File: src/hw/rtl/id3p_pkg.sv
`timescale 1ns / 1ps
`default_nettype none
// ----------------------------------------------------------------------------
// id3p_pkg
// Types and constants shared by the ID3v2.3 tag stream parser.
// ----------------------------------------------------------------------------
package id3p_pkg;

    localparam int TDATA_W  = 112;
    localparam int HDR_LEN  = 10;
    localparam int EXT_LEN  = 4;
    localparam int FHB_N    = 9;

    localparam logic [7:0] MAGIC_0      = 8'h49;
    localparam logic [7:0] MAGIC_1      = 8'h44;
    localparam logic [7:0] MAGIC_2      = 8'h33;
    localparam logic [7:0] MAGIC_VER    = 8'h03;
    localparam logic [7:0] FLAG_UNSYNC  = 8'h80;
    localparam logic [7:0] FLAG_EXT     = 8'h40;
    localparam logic [7:0] BYTE_FF      = 8'hFF;
    localparam logic [7:0] BYTE_ZERO    = 8'h00;
    localparam logic [7:0] SYNCSAFE_MSK = 8'h7F;

    typedef enum logic [2:0] {
        PH_HEADER,
        PH_EXT_SIZE,
        PH_EXT_SKIP,
        PH_FRAME_HDR,
        PH_PAYLOAD,
        PH_PADDING,
        PH_IDLE
    } phase_t;

    typedef enum logic [2:0] {
        KIND_PAYLOAD   = 3'd0,
        KIND_FRAME_HDR = 3'd1,
        KIND_TAG_OK    = 3'd2,
        KIND_NOT_ID3   = 3'd3,
        KIND_MALFORMED = 3'd4
    } kind_t;

    typedef struct packed {
        phase_t      phase;
        logic [3:0]  pos;
        logic [7:0]  hflags;
        logic [27:0] raw_rem;
        logic        after_ff;
        logic [31:0] ext_rem;
        logic [31:0] frame_rem;
        logic [27:0] total;
        logic        frame_seen;
    } state_t;

    localparam state_t STATE_RESET = '{
        phase:      PH_HEADER,
        pos:        4'd0,
        hflags:     8'd0,
        raw_rem:    28'd0,
        after_ff:   1'b0,
        ext_rem:    32'd0,
        frame_rem:  32'd0,
        total:      28'd0,
        frame_seen: 1'b0
    };

    typedef struct packed {
        kind_t       kind;
        logic [7:0]  payload_byte;
        logic [31:0] frame_id;
        logic [31:0] frame_size;
        logic [5:0]  frame_flags;
        logic        id_ok;
        logic [27:0] tag_size;
        logic        run_end;
    } res_t;

    typedef struct packed {
        logic [1:0] count;
        res_t       r0;
        res_t       r1;
    } push_t;

    typedef logic [FHB_N-1:0][7:0] fhb_t;

    function automatic logic [7:0] magic_byte(input logic [1:0] idx);
        logic [7:0] m;
        unique case (idx)
            2'd0:    m = MAGIC_0;
            2'd1:    m = MAGIC_1;
            2'd2:    m = MAGIC_2;
            default: m = MAGIC_VER;
        endcase
        return m;
    endfunction

    function automatic logic id_char_ok(input logic [7:0] c);
        return ((c >= 8'h41) && (c <= 8'h5A)) || ((c >= 8'h30) && (c <= 8'h39));
    endfunction

endpackage
`default_nettype wire

File: src/hw/rtl/id3p_step.sv
`timescale 1ns / 1ps
`default_nettype none
// ----------------------------------------------------------------------------
// id3p_step
// Single-pass next-state and result logic for one raw tag byte.
// ----------------------------------------------------------------------------
module id3p_step (
    input  wire id3p_pkg::state_t st,
    input  wire id3p_pkg::fhb_t   fhb,
    input  wire logic [7:0]       data_byte,
    input  wire logic             start_of_tag,
    output id3p_pkg::state_t      st_next,
    output logic                  fhb_we,
    output logic [3:0]            fhb_idx,
    output id3p_pkg::push_t       results
);
    import id3p_pkg::*;

    state_t      s;
    state_t      n;
    res_t        ra;
    res_t        rf;
    logic        ta;
    logic        fin;
    logic        drop;
    logic        boundary;
    logic [31:0] sz;

    always_comb
    begin
        s        = start_of_tag ? STATE_RESET : st;
        n        = s;
        ra       = '0;
        rf       = '0;
        ta       = 1'b0;
        fin      = 1'b0;
        drop     = 1'b0;
        boundary = 1'b0;
        fhb_we   = 1'b0;
        fhb_idx  = s.pos;
        sz       = {fhb[4], fhb[5], fhb[6], fhb[7]};
        results  = '0;

        if (s.phase == PH_IDLE)
        begin
            n = s;
        end
        else if (s.phase == PH_HEADER)
        begin
            if ((s.pos < 4'd4) && (data_byte != magic_byte(s.pos[1:0])))
            begin
                ra.kind = KIND_NOT_ID3;
                ta      = 1'b1;
                n.phase = PH_IDLE;
            end
            else
            begin
                if (s.pos == 4'd5)
                    n.hflags = data_byte;
                if (s.pos >= 4'd6)
                    n.raw_rem = {s.raw_rem[20:0], data_byte[6:0] & SYNCSAFE_MSK[6:0]};
                n.pos = s.pos + 4'd1;
                if (s.pos == 4'(HDR_LEN - 1))
                begin
                    n.pos      = 4'd0;
                    n.after_ff = 1'b0;
                    n.phase    = ((n.hflags & FLAG_EXT) != 8'd0) ? PH_EXT_SIZE : PH_FRAME_HDR;
                    fin        = (n.raw_rem == 28'd0);
                end
            end
        end
        else
        begin
            n.raw_rem = s.raw_rem - 28'd1;
            drop = ((s.hflags & FLAG_UNSYNC) != 8'd0) && s.after_ff
                   && (data_byte == BYTE_ZERO);
            n.after_ff = drop ? 1'b0 : (data_byte == BYTE_FF);
            if (!drop)
            begin
                unique case (s.phase)
                    PH_EXT_SIZE:
                    begin
                        n.ext_rem = {s.ext_rem[23:0], data_byte};
                        n.pos     = s.pos + 4'd1;
                        if (s.pos == 4'(EXT_LEN - 1))
                        begin
                            n.pos   = 4'd0;
                            n.phase = (n.ext_rem != 32'd0) ? PH_EXT_SKIP : PH_FRAME_HDR;
                        end
                    end
                    PH_EXT_SKIP:
                    begin
                        n.ext_rem = s.ext_rem - 32'd1;
                        if (n.ext_rem == 32'd0)
                            n.phase = PH_FRAME_HDR;
                    end
                    PH_FRAME_HDR:
                    begin
                        if ((s.pos == 4'd0) && (data_byte == BYTE_ZERO))
                        begin
                            n.phase = PH_PADDING;
                        end
                        else if (s.pos == 4'(HDR_LEN - 1))
                        begin
                            ra.kind        = KIND_FRAME_HDR;
                            ra.frame_id    = {fhb[0], fhb[1], fhb[2], fhb[3]};
                            ra.frame_size  = sz;
                            ra.frame_flags = {fhb[8][7:5], data_byte[7:5]};
                            ra.id_ok       = id_char_ok(fhb[0]) && id_char_ok(fhb[1])
                                             && id_char_ok(fhb[2]) && id_char_ok(fhb[3]);
                            ta             = 1'b1;
                            n.total        = s.total + sz[27:0] + 28'(HDR_LEN);
                            n.frame_seen   = 1'b1;
                            n.frame_rem    = sz;
                            n.pos          = 4'd0;
                            n.phase        = (sz != 32'd0) ? PH_PAYLOAD : PH_FRAME_HDR;
                        end
                        else
                        begin
                            fhb_we = 1'b1;
                            n.pos  = s.pos + 4'd1;
                        end
                    end
                    PH_PAYLOAD:
                    begin
                        ra.kind         = KIND_PAYLOAD;
                        ra.payload_byte = data_byte;
                        ta              = 1'b1;
                        n.frame_rem     = s.frame_rem - 32'd1;
                        if (n.frame_rem == 32'd0)
                            n.phase = PH_FRAME_HDR;
                    end
                    default:
                    begin
                        n.pos = s.pos;
                    end
                endcase
            end
            fin = (n.raw_rem == 28'd0);
        end

        if (fin)
        begin
            boundary = ((n.phase == PH_FRAME_HDR) && (n.pos == 4'd0))
                       || (n.phase == PH_PADDING);
            if (boundary && n.frame_seen)
            begin
                rf.kind     = KIND_TAG_OK;
                rf.tag_size = n.total;
            end
            else
            begin
                rf.kind = KIND_MALFORMED;
            end
            n.phase = PH_IDLE;
        end

        if (ta && fin)
        begin
            results.count      = 2'd2;
            results.r0         = ra;
            results.r1         = rf;
            results.r1.run_end = 1'b1;
        end
        else if (ta)
        begin
            results.count      = 2'd1;
            results.r0         = ra;
            results.r0.run_end = 1'b1;
        end
        else if (fin)
        begin
            results.count      = 2'd1;
            results.r0         = rf;
            results.r0.run_end = 1'b1;
        end

        st_next = n;
    end

endmodule
`default_nettype wire

File: src/hw/rtl/id3p_rqueue.sv
`timescale 1ns / 1ps
`default_nettype none
// ----------------------------------------------------------------------------
// id3p_rqueue
// Three-entry shifting result queue; takes up to two words a cycle.
// ----------------------------------------------------------------------------
module id3p_rqueue (
    input  wire logic            clk,
    input  wire logic            rst_n,
    input  wire id3p_pkg::push_t push,
    input  wire logic            out_ready,
    output id3p_pkg::res_t       head,
    output logic                 head_valid,
    output logic                 room
);
    import id3p_pkg::*;

    res_t       slot_reg  [3];
    res_t       slot_next [3];
    logic [1:0] count_reg;
    logic [1:0] count_next;
    logic [1:0] count_after;
    logic       pop;

    assign head_valid  = (count_reg != 2'd0);
    assign head        = slot_reg[0];
    assign pop         = head_valid && out_ready;
    assign count_after = count_reg - {1'b0, pop};
    assign room        = (count_after <= 2'd1);
    assign count_next  = count_after + push.count;

    always_comb
    begin
        for (int i = 0; i < 3; i++)
        begin
            slot_next[i] = slot_reg[i];
            if (pop && (i < 2))
                slot_next[i] = slot_reg[i + 1];
            if ((push.count != 2'd0) && (count_after == 2'(i)))
                slot_next[i] = push.r0;
            if ((push.count == 2'd2) && ((count_after + 2'd1) == 2'(i)))
                slot_next[i] = push.r1;
        end
    end

    always_ff @(posedge clk or negedge rst_n)
    begin
        if (!rst_n)
            count_reg <= 2'd0;
        else
            count_reg <= count_next;
    end

    always_ff @(posedge clk)
    begin
        for (int i = 0; i < 3; i++)
            slot_reg[i] <= slot_next[i];
    end

endmodule
`default_nettype wire

File: src/hw/rtl/id3v2_tag_stream_parser.sv
`timescale 1ns / 1ps
`default_nettype none
// ----------------------------------------------------------------------------
// id3v2_tag_stream_parser
// ID3v2.3 tag parser: header check, de-unsynchronisation, frame walk.
// ----------------------------------------------------------------------------
// One raw tag byte is taken per cycle while s_tready is high. Its results
// are registered into a three-word output queue when the byte is
// accepted. The master side moves one word per cycle while m_tready is
// high; a byte that yields two words (a frame header or payload byte that
// also ends the tag) keeps the queue one word fuller, and the slave side
// pauses only when the queue cannot take two more words.
// ----------------------------------------------------------------------------
module id3v2_tag_stream_parser (
    input  wire logic         clk,
    input  wire logic         rst_n,
    input  wire logic         s_tvalid,
    output logic              s_tready,
    input  wire logic [7:0]   s_tdata,   // data_byte
    input  wire logic         s_tuser,   // start_of_tag
    output logic              m_tvalid,
    input  wire logic         m_tready,
    output logic [111:0]      m_tdata,   // payload_byte, frame_id, frame_size,
                                         // frame_flags, id_ok, tag_size, zero fill
    output logic [2:0]        m_tuser,   // result_kind
    output logic              m_tlast    // run_end
);
    import id3p_pkg::*;

    state_t     state_reg;
    state_t     state_next;
    fhb_t       fhb_reg;
    logic       fhb_we;
    logic [3:0] fhb_idx;
    push_t      step_res;
    push_t      push;
    res_t       head;
    logic       accept;

    assign accept = s_tvalid && s_tready;

    id3p_step u_step (
        .st           (state_reg),
        .fhb          (fhb_reg),
        .data_byte    (s_tdata),
        .start_of_tag (s_tuser),
        .st_next      (state_next),
        .fhb_we       (fhb_we),
        .fhb_idx      (fhb_idx),
        .results      (step_res)
    );

    always_comb
    begin
        push       = step_res;
        push.count = accept ? step_res.count : 2'd0;
    end

    id3p_rqueue u_rqueue (
        .clk        (clk),
        .rst_n      (rst_n),
        .push       (push),
        .out_ready  (m_tready),
        .head       (head),
        .head_valid (m_tvalid),
        .room       (s_tready)
    );

    always_ff @(posedge clk or negedge rst_n)
    begin
        if (!rst_n)
            state_reg <= STATE_RESET;
        else if (accept)
            state_reg <= state_next;
    end

    always_ff @(posedge clk)
    begin
        if (accept && fhb_we)
            fhb_reg[fhb_idx] <= s_tdata;
    end

    assign m_tdata = {5'd0, head.tag_size, head.id_ok, head.frame_flags,
                      head.frame_size, head.frame_id, head.payload_byte};
    assign m_tuser = head.kind;
    assign m_tlast = head.run_end;

endmodule
`default_nettype wire

File: config.mk
export PLATFORM = sky130hd
export DESIGN_NAME = id3v2_tag_stream_parser
export DESIGN_NICKNAME = d
export VERILOG_FILES = /design/src/hw/rtl/id3p_pkg.sv /design/src/hw/rtl/id3p_step.sv /design/src/hw/rtl/id3p_rqueue.sv /design/src/hw/rtl/id3v2_tag_stream_parser.sv
export SDC_FILE = /design/constraint.sdc
export NUM_CORES = 1
export LEC_CHECK = 0
export BUFFER_PORTS_ARGS = -buffer_cell sky130_fd_sc_hd__buf_2
export CAP_MARGIN = 5
export CORE_UTILIZATION = 55
export DETAILED_ROUTE_END_ITERATION = 16
export PLACE_DENSITY = 0.82
export SYNTH_ARGS = -nofsm -noshare
export SYNTH_HDL_FRONTEND = slang
export SYNTH_SLANG_ARGS = --single-unit
File: constraint.sdc
create_clock -name clk -period 5.5 [get_ports clk]
set_input_delay 1.1 -clock clk [delete_from_list [all_inputs] [get_ports clk]]
set_output_delay 1.1 -clock clk [all_outputs]
set_load 0.02 [all_outputs]
# Word level (Yosys, flattened, before mapping)
# Memories as Yosys holds them, arrays and structs flattened.
# Index checks and enable logic that the tools add are counted.
[totals] register_bits=211 ram_bits=333 memories=1
[memory_table] memory="u_rqueue.slot_reg" words=3 width=111 read_ports=3 rd_ports_with_merged_regs=0 write_ports=3 line="id3p_rqueue.sv:18" rtl="res_t slot_reg [3];"
[op_classes] addsub=9 magnitude_cmp=21 n_eq_ne=19 n_mux=91 n_reduce_logical=48
[ops] cell="$mux 111" n=9
[ops] cell="$mux 137" n=2
[ops] cell="$mux 113" n=2
[ops] cell="$mux 71" n=3
[ops] cell="$mux 93" n=2
[ops] cell="$mux 28" n=6
[ops] cell="$mux 82" n=2
[ops] cell="$pmux 32 s2" n=2
[ops] cell="$mux 61" n=2
[ops] cell="$mux 112" n=1
[ops] cell="$mux 79" n=1
[ops] cell="$bwmux 72" n=1
[ops] cell="$mux 8" n=9
[ops] cell="$logic_not 32->1" n=2
[ops] cell="$reduce_bool 32->1" n=2
[ops] cell="$sub 32x1->32 const B" n=2
[ops] cell="$mux 29" n=2
[ops] cell="$logic_not 28->1" n=2
[ops] cell="$mux 41" n=1
[ops] cell="$mux 3" n=12
[ops] cell="$demux 8 s4" n=1
[ops] cell="$ge 8x6->1 const B" n=4
[ops] cell="$ge 8x7->1 const B" n=4
[ops] cell="$le 8x6->1 const B" n=4
[ops] cell="38 further kinds" n=110

# Logic depth before layout (Yosys ltp)
[depth] ltp_word=29 depth_mapped=28 mapped_depth_nobuf=19

# Hierarchy
# A second synthesis with hierarchy kept.
[hier_totals] cells_unflattened=3498 area_unflattened_um2=34707.0
[by_module_without_submodules] module="id3p_rqueue" n_inst=1 cells_per_inst=1405 area_each_um2=17356.6 seq_area_each_um2=10049.6
[by_module_without_submodules] module="id3p_step" n_inst=1 cells_per_inst=1706 area_each_um2=9902.0 seq_area_each_um2=0.0
[by_module_without_submodules] module="id3v2_tag_stream_parser" n_inst=1 cells_per_inst=387 area_each_um2=7448.4 seq_area_each_um2=5590.4

# Worst setup path before layout
# No wires, ideal clock.
[synth_path] path_kind="input to register" start="input s_tuser" end="memory u_rqueue.slot_reg[0][222] (netlist name), enable pin" arrival_ns=7.166 path_slack_ns=-2.124 cell_stages=20 path_cell_list="inv_1 > clkbuf_1 > clkbuf_1 > clkbuf_1 > clkbuf_1 > clkbuf_1 > buf_1 > nand2_1 > ha_1 > clkbuf_1 > xnor2_1 > nand3_1 > nor3_1 > nand4b_1 > a2111oi_1 > a41o_1 > nand2_1 > inv_1 > ha_1 > nor3_1"
[synth_lines] element="start: declaration" line="id3v2_tag_stream_parser.sv:20" rtl="input wire logic s_tuser,"
[synth_lines] element="end: declaration" line="id3p_rqueue.sv:18"

==> impl_results.md <==
* CP Class: reg -> reg
* Asr flop ratio synth at about a quarter
* Inst Count DP at between 3000 and 4000
* Setup TNS after final layout at 0 ps
* P&R area growth vs syn at 9.37%
* TritonCTS Buffers at 56
* Crit start category: flip-flop
* Max Slew Vio Count at 0
* Clk Latency, worst-skew pair at between 600 and 700 ps
* Hold Path Class: reg -> reg
* Port Buffers at 125
* Routed wire per std cell at around 22 um
* Buf/Inv on CP at 2
* Die X-Extent at ~230 um
* Max IR drop VDD at between 0.0003 and 0.0004 V
* Max reg flops at between 300 and 400
* Worst setup path start: state_reg[104]$_DFFE_PN0P_
* Yosys top cell area share at ~17%
* Pwr per Cell Area at between 500 and 600 nW/um^2
* Number of antenna diodes at 0
* Yosys cell types at 91
* Starting Density at a little under three fifths
* FMAX at about 0.19 GHz
* Die area at about 53000 um^2
* Cell Area, Synth at between 20000 and 30000 um^2
* Standard-cell rows at around 80
* Final hold vios at 0
* Slew HR at between 10 and 15%
* Share of cells above drive strength 1 at about 12%
* YS warnings at 0
* Core footprint at approximately 50000 um^2
* Dominant cells by area after synthesis: dfxtp_1, edfxtp_1, dfrtp_1
* GP Congestion at 1.01
* Die height at about 230 um
* Worst-Margin Slew at 1290 ps
* Final setup fails at 0
* DRT iter0 DRCs at 2930
* Max_cap viols at 0
* Reg-to-Reg Start: state_reg[104]$_DFFE_PN0P_
* Slowest stage delay, CP at between 700 and 800 ps
* Root buffer cell: clkbuf_16
* Worst Skew at roughly 26 ps
* RSZ-0062 raised after global routing: false
* Setup crit end kind: flip-flop
* Worst hold margin at 468 ps
* Leakage at 0.0129 uW
* Top delay family on crit path: simple AND/OR/NAND/NOR gates
* Main synth FF type: dfxtp_1
* Nets at about 3200
* Number of synthesized flops with an enable pin at 160
* CTS Sinks at about 530
* Total congestion overflow at 0
* Post-route ant nets at 0
* Hold Path Depth at 1
* First-pass GRT wire length at around 130000 um
* Worst-path fanout max at 17
* H-tree Lvls at 2
* Pin count of the biggest net entering global routing at 164
* Min Tclk post-route at around 5300 ps
* # DRC at 0
* Critical path arrival at about 5700 ps
* Post-Route WL at ~85000 um
* Slowest-stage cell, CP: or4_1
* Total GRT Usage at about a third
* Status: complete, no violations
* DR vias/cell at around 6.5
* Cells after Synth at about 3200
* DR pass1 iterations at 8
* Vias in the first global route at between 20000 and 25000
* Cell taking the most area after synthesis: dfxtp_1
* Hold_sp: u_rqueue.slot_reg[0][307]$_SDFFE_PP0P_
* CTS tree: done
* Hold buffer count at cts at 0
* Total number of vias at 24800
* Detailed placement HPWL at 56300 um
* Initial antenna violation count at 2
* Flops & latches, synth at between 500 and 600
* Critical-path cell list: or4_1 -> nor2_1 -> nor4b_2 -> nand2b_1 -> o21ai_0 -> o2111ai_1 -> nand3_1 -> a41o_1 -> nand2_2 -> inv_2 -> ha_4 -> nor2_1 -> or3_4 -> nor2b_2 -> buf_4 -> nand2_1 -> o21ai_0
* Post CTS Setup Buffer Count at 0
* Mean post-synth cell area at between 8 and 9 um^2
* Clk buf depth at 3
* Number of cells on the critical path at 17
* Clock transition at path regs at 60 ps
* Register area share after synthesis at a little under half
* Final Non-Filler Cells at 3818
* Req. time, crit path at about 6000 ps
* Fin crit share at between 90% and 100%
* I/O pins at 131
* R2R depth at 17
* Post-CTS sizing at 0
## cell usage in the layout (no fill, tap or decap), types with 21 or more instances in the layout
| master | count |
|---|---|
| dfxtp_1 | 240 |
| or3_1 | 29 |
| clkbuf_16 | 59 |
| a22oi_1 | 24 |
| buf_2 | 123 |
| a21o_1 | 21 |
| mux2i_1 | 100 |
| nor3_1 | 55 |
| buf_4 | 78 |
| a211oi_1 | 88 |
| and3_1 | 23 |
| a21oi_1 | 298 |
| ha_1 | 66 |
| o21ai_0 | 217 |
| o21ai_2 | 21 |
| dfrtp_1 | 133 |
| inv_1 | 42 |
| nor2b_1 | 119 |
| nand2_1 | 433 |
| nor2_1 | 177 |
| nand3_1 | 36 |
| edfxtp_1 | 160 |
| nor4_1 | 44 |
| a31oi_1 | 104 |
| o22ai_1 | 21 |
| xnor2_1 | 42 |
## report_power, final
group,switching (uW),internal [uW]
Sequential,918,5080
Combinational,4400,2640
Clock,1640,2550
## final cells by class
class,instances,area (um^2)
sequential,533,12900
tap,672,841
clock inverter,24,422
clock buffer,81,1640
fill,4024,19500
inverter,45,174
multi-input combinational,2250,13700
timing repair buffer,213,1430
## cells in the mapped netlist (19+ instances only)
cell type,instances
xor2_1,20
o21ai_0,218
nor2_1,178
nor2b_1,121
inv_1,44
or3_1,31
nand4_1,19
a21o_1,21
dfrtp_1,133
xnor2_1,42
nor4_1,44
a22o_1,19
o22ai_1,21
buf_1,22
clkbuf_1,211
and3_1,23
edfxtp_1,160
dfxtp_1,240
a22oi_1,24
ha_1,68
o21ai_2,20
mux2i_1,100
buf_4,115
a31oi_1,104
nand2_1,440
a211oi_1,88
nor3_1,60
nand3_1,37
a21oi_1,298
## kinds of logic (layout without fill, tap and decap cells)
group	Yosys count	count (layout)	synth area share [%]
DFF	533	533	45.5
buffers and inverters	408	363	7.07
AOI/OAI and AO/OA	945	945	20.5
adders and majority gates	69	69	3.06
xor gates and xnor gates	62	62	1.91
other	1	5	0.0132
muxes	101	101	3.56
and+or+nand+nor	1068	1068	18.4
## routing by layer
layer | up-vias | wire, um | global-route usage, %
li1 | 11300 | - | -
met5 | - | 30 | 0
met2 | 1357 | 38900 | 50.4
met4 | 4 | 2740 | 11.5
met3 | 219 | 8220 | 6.61
met1 | 12000 | 35100 | 42.6
## final timing paths
path | slack (ps) | to
worst max-delay path | 230 | u_rqueue.slot_reg[0][115]$_DFFE_PP_
worst min-delay path | 470 | u_rqueue.slot_reg[0][307]$_SDFFE_PP0P_
worst max register to register | 230 | u_rqueue.slot_reg[0][115]$_DFFE_PP_
worst min register to register | 470 | u_rqueue.slot_reg[0][307]$_SDFFE_PP0P_
max in group asynchronous | 3810 | state_reg[2]$_DFFE_PN0P_
min in group asynchronous | 580 | state_reg[19]$_DFFE_PN0P_
## through the flow
step | utilization [%] | total power, uW | cell area [um^2] | setup slack [ps]
after CTS | 61.5 | 17100 | 31100 | 361
after floorplan | - | 11300 | 28700 | 4.71
after global placement | 57.5 | 12700 | 29100 | 223
after detailed placement | 57.5 | 12900 | 29100 | 102
after global routing | 61.5 | 18100 | 31100 | 9.79
final | 61.5 | 17200 | 31100 | 231
Note: power is estimated with default switching activity, not from simulation.
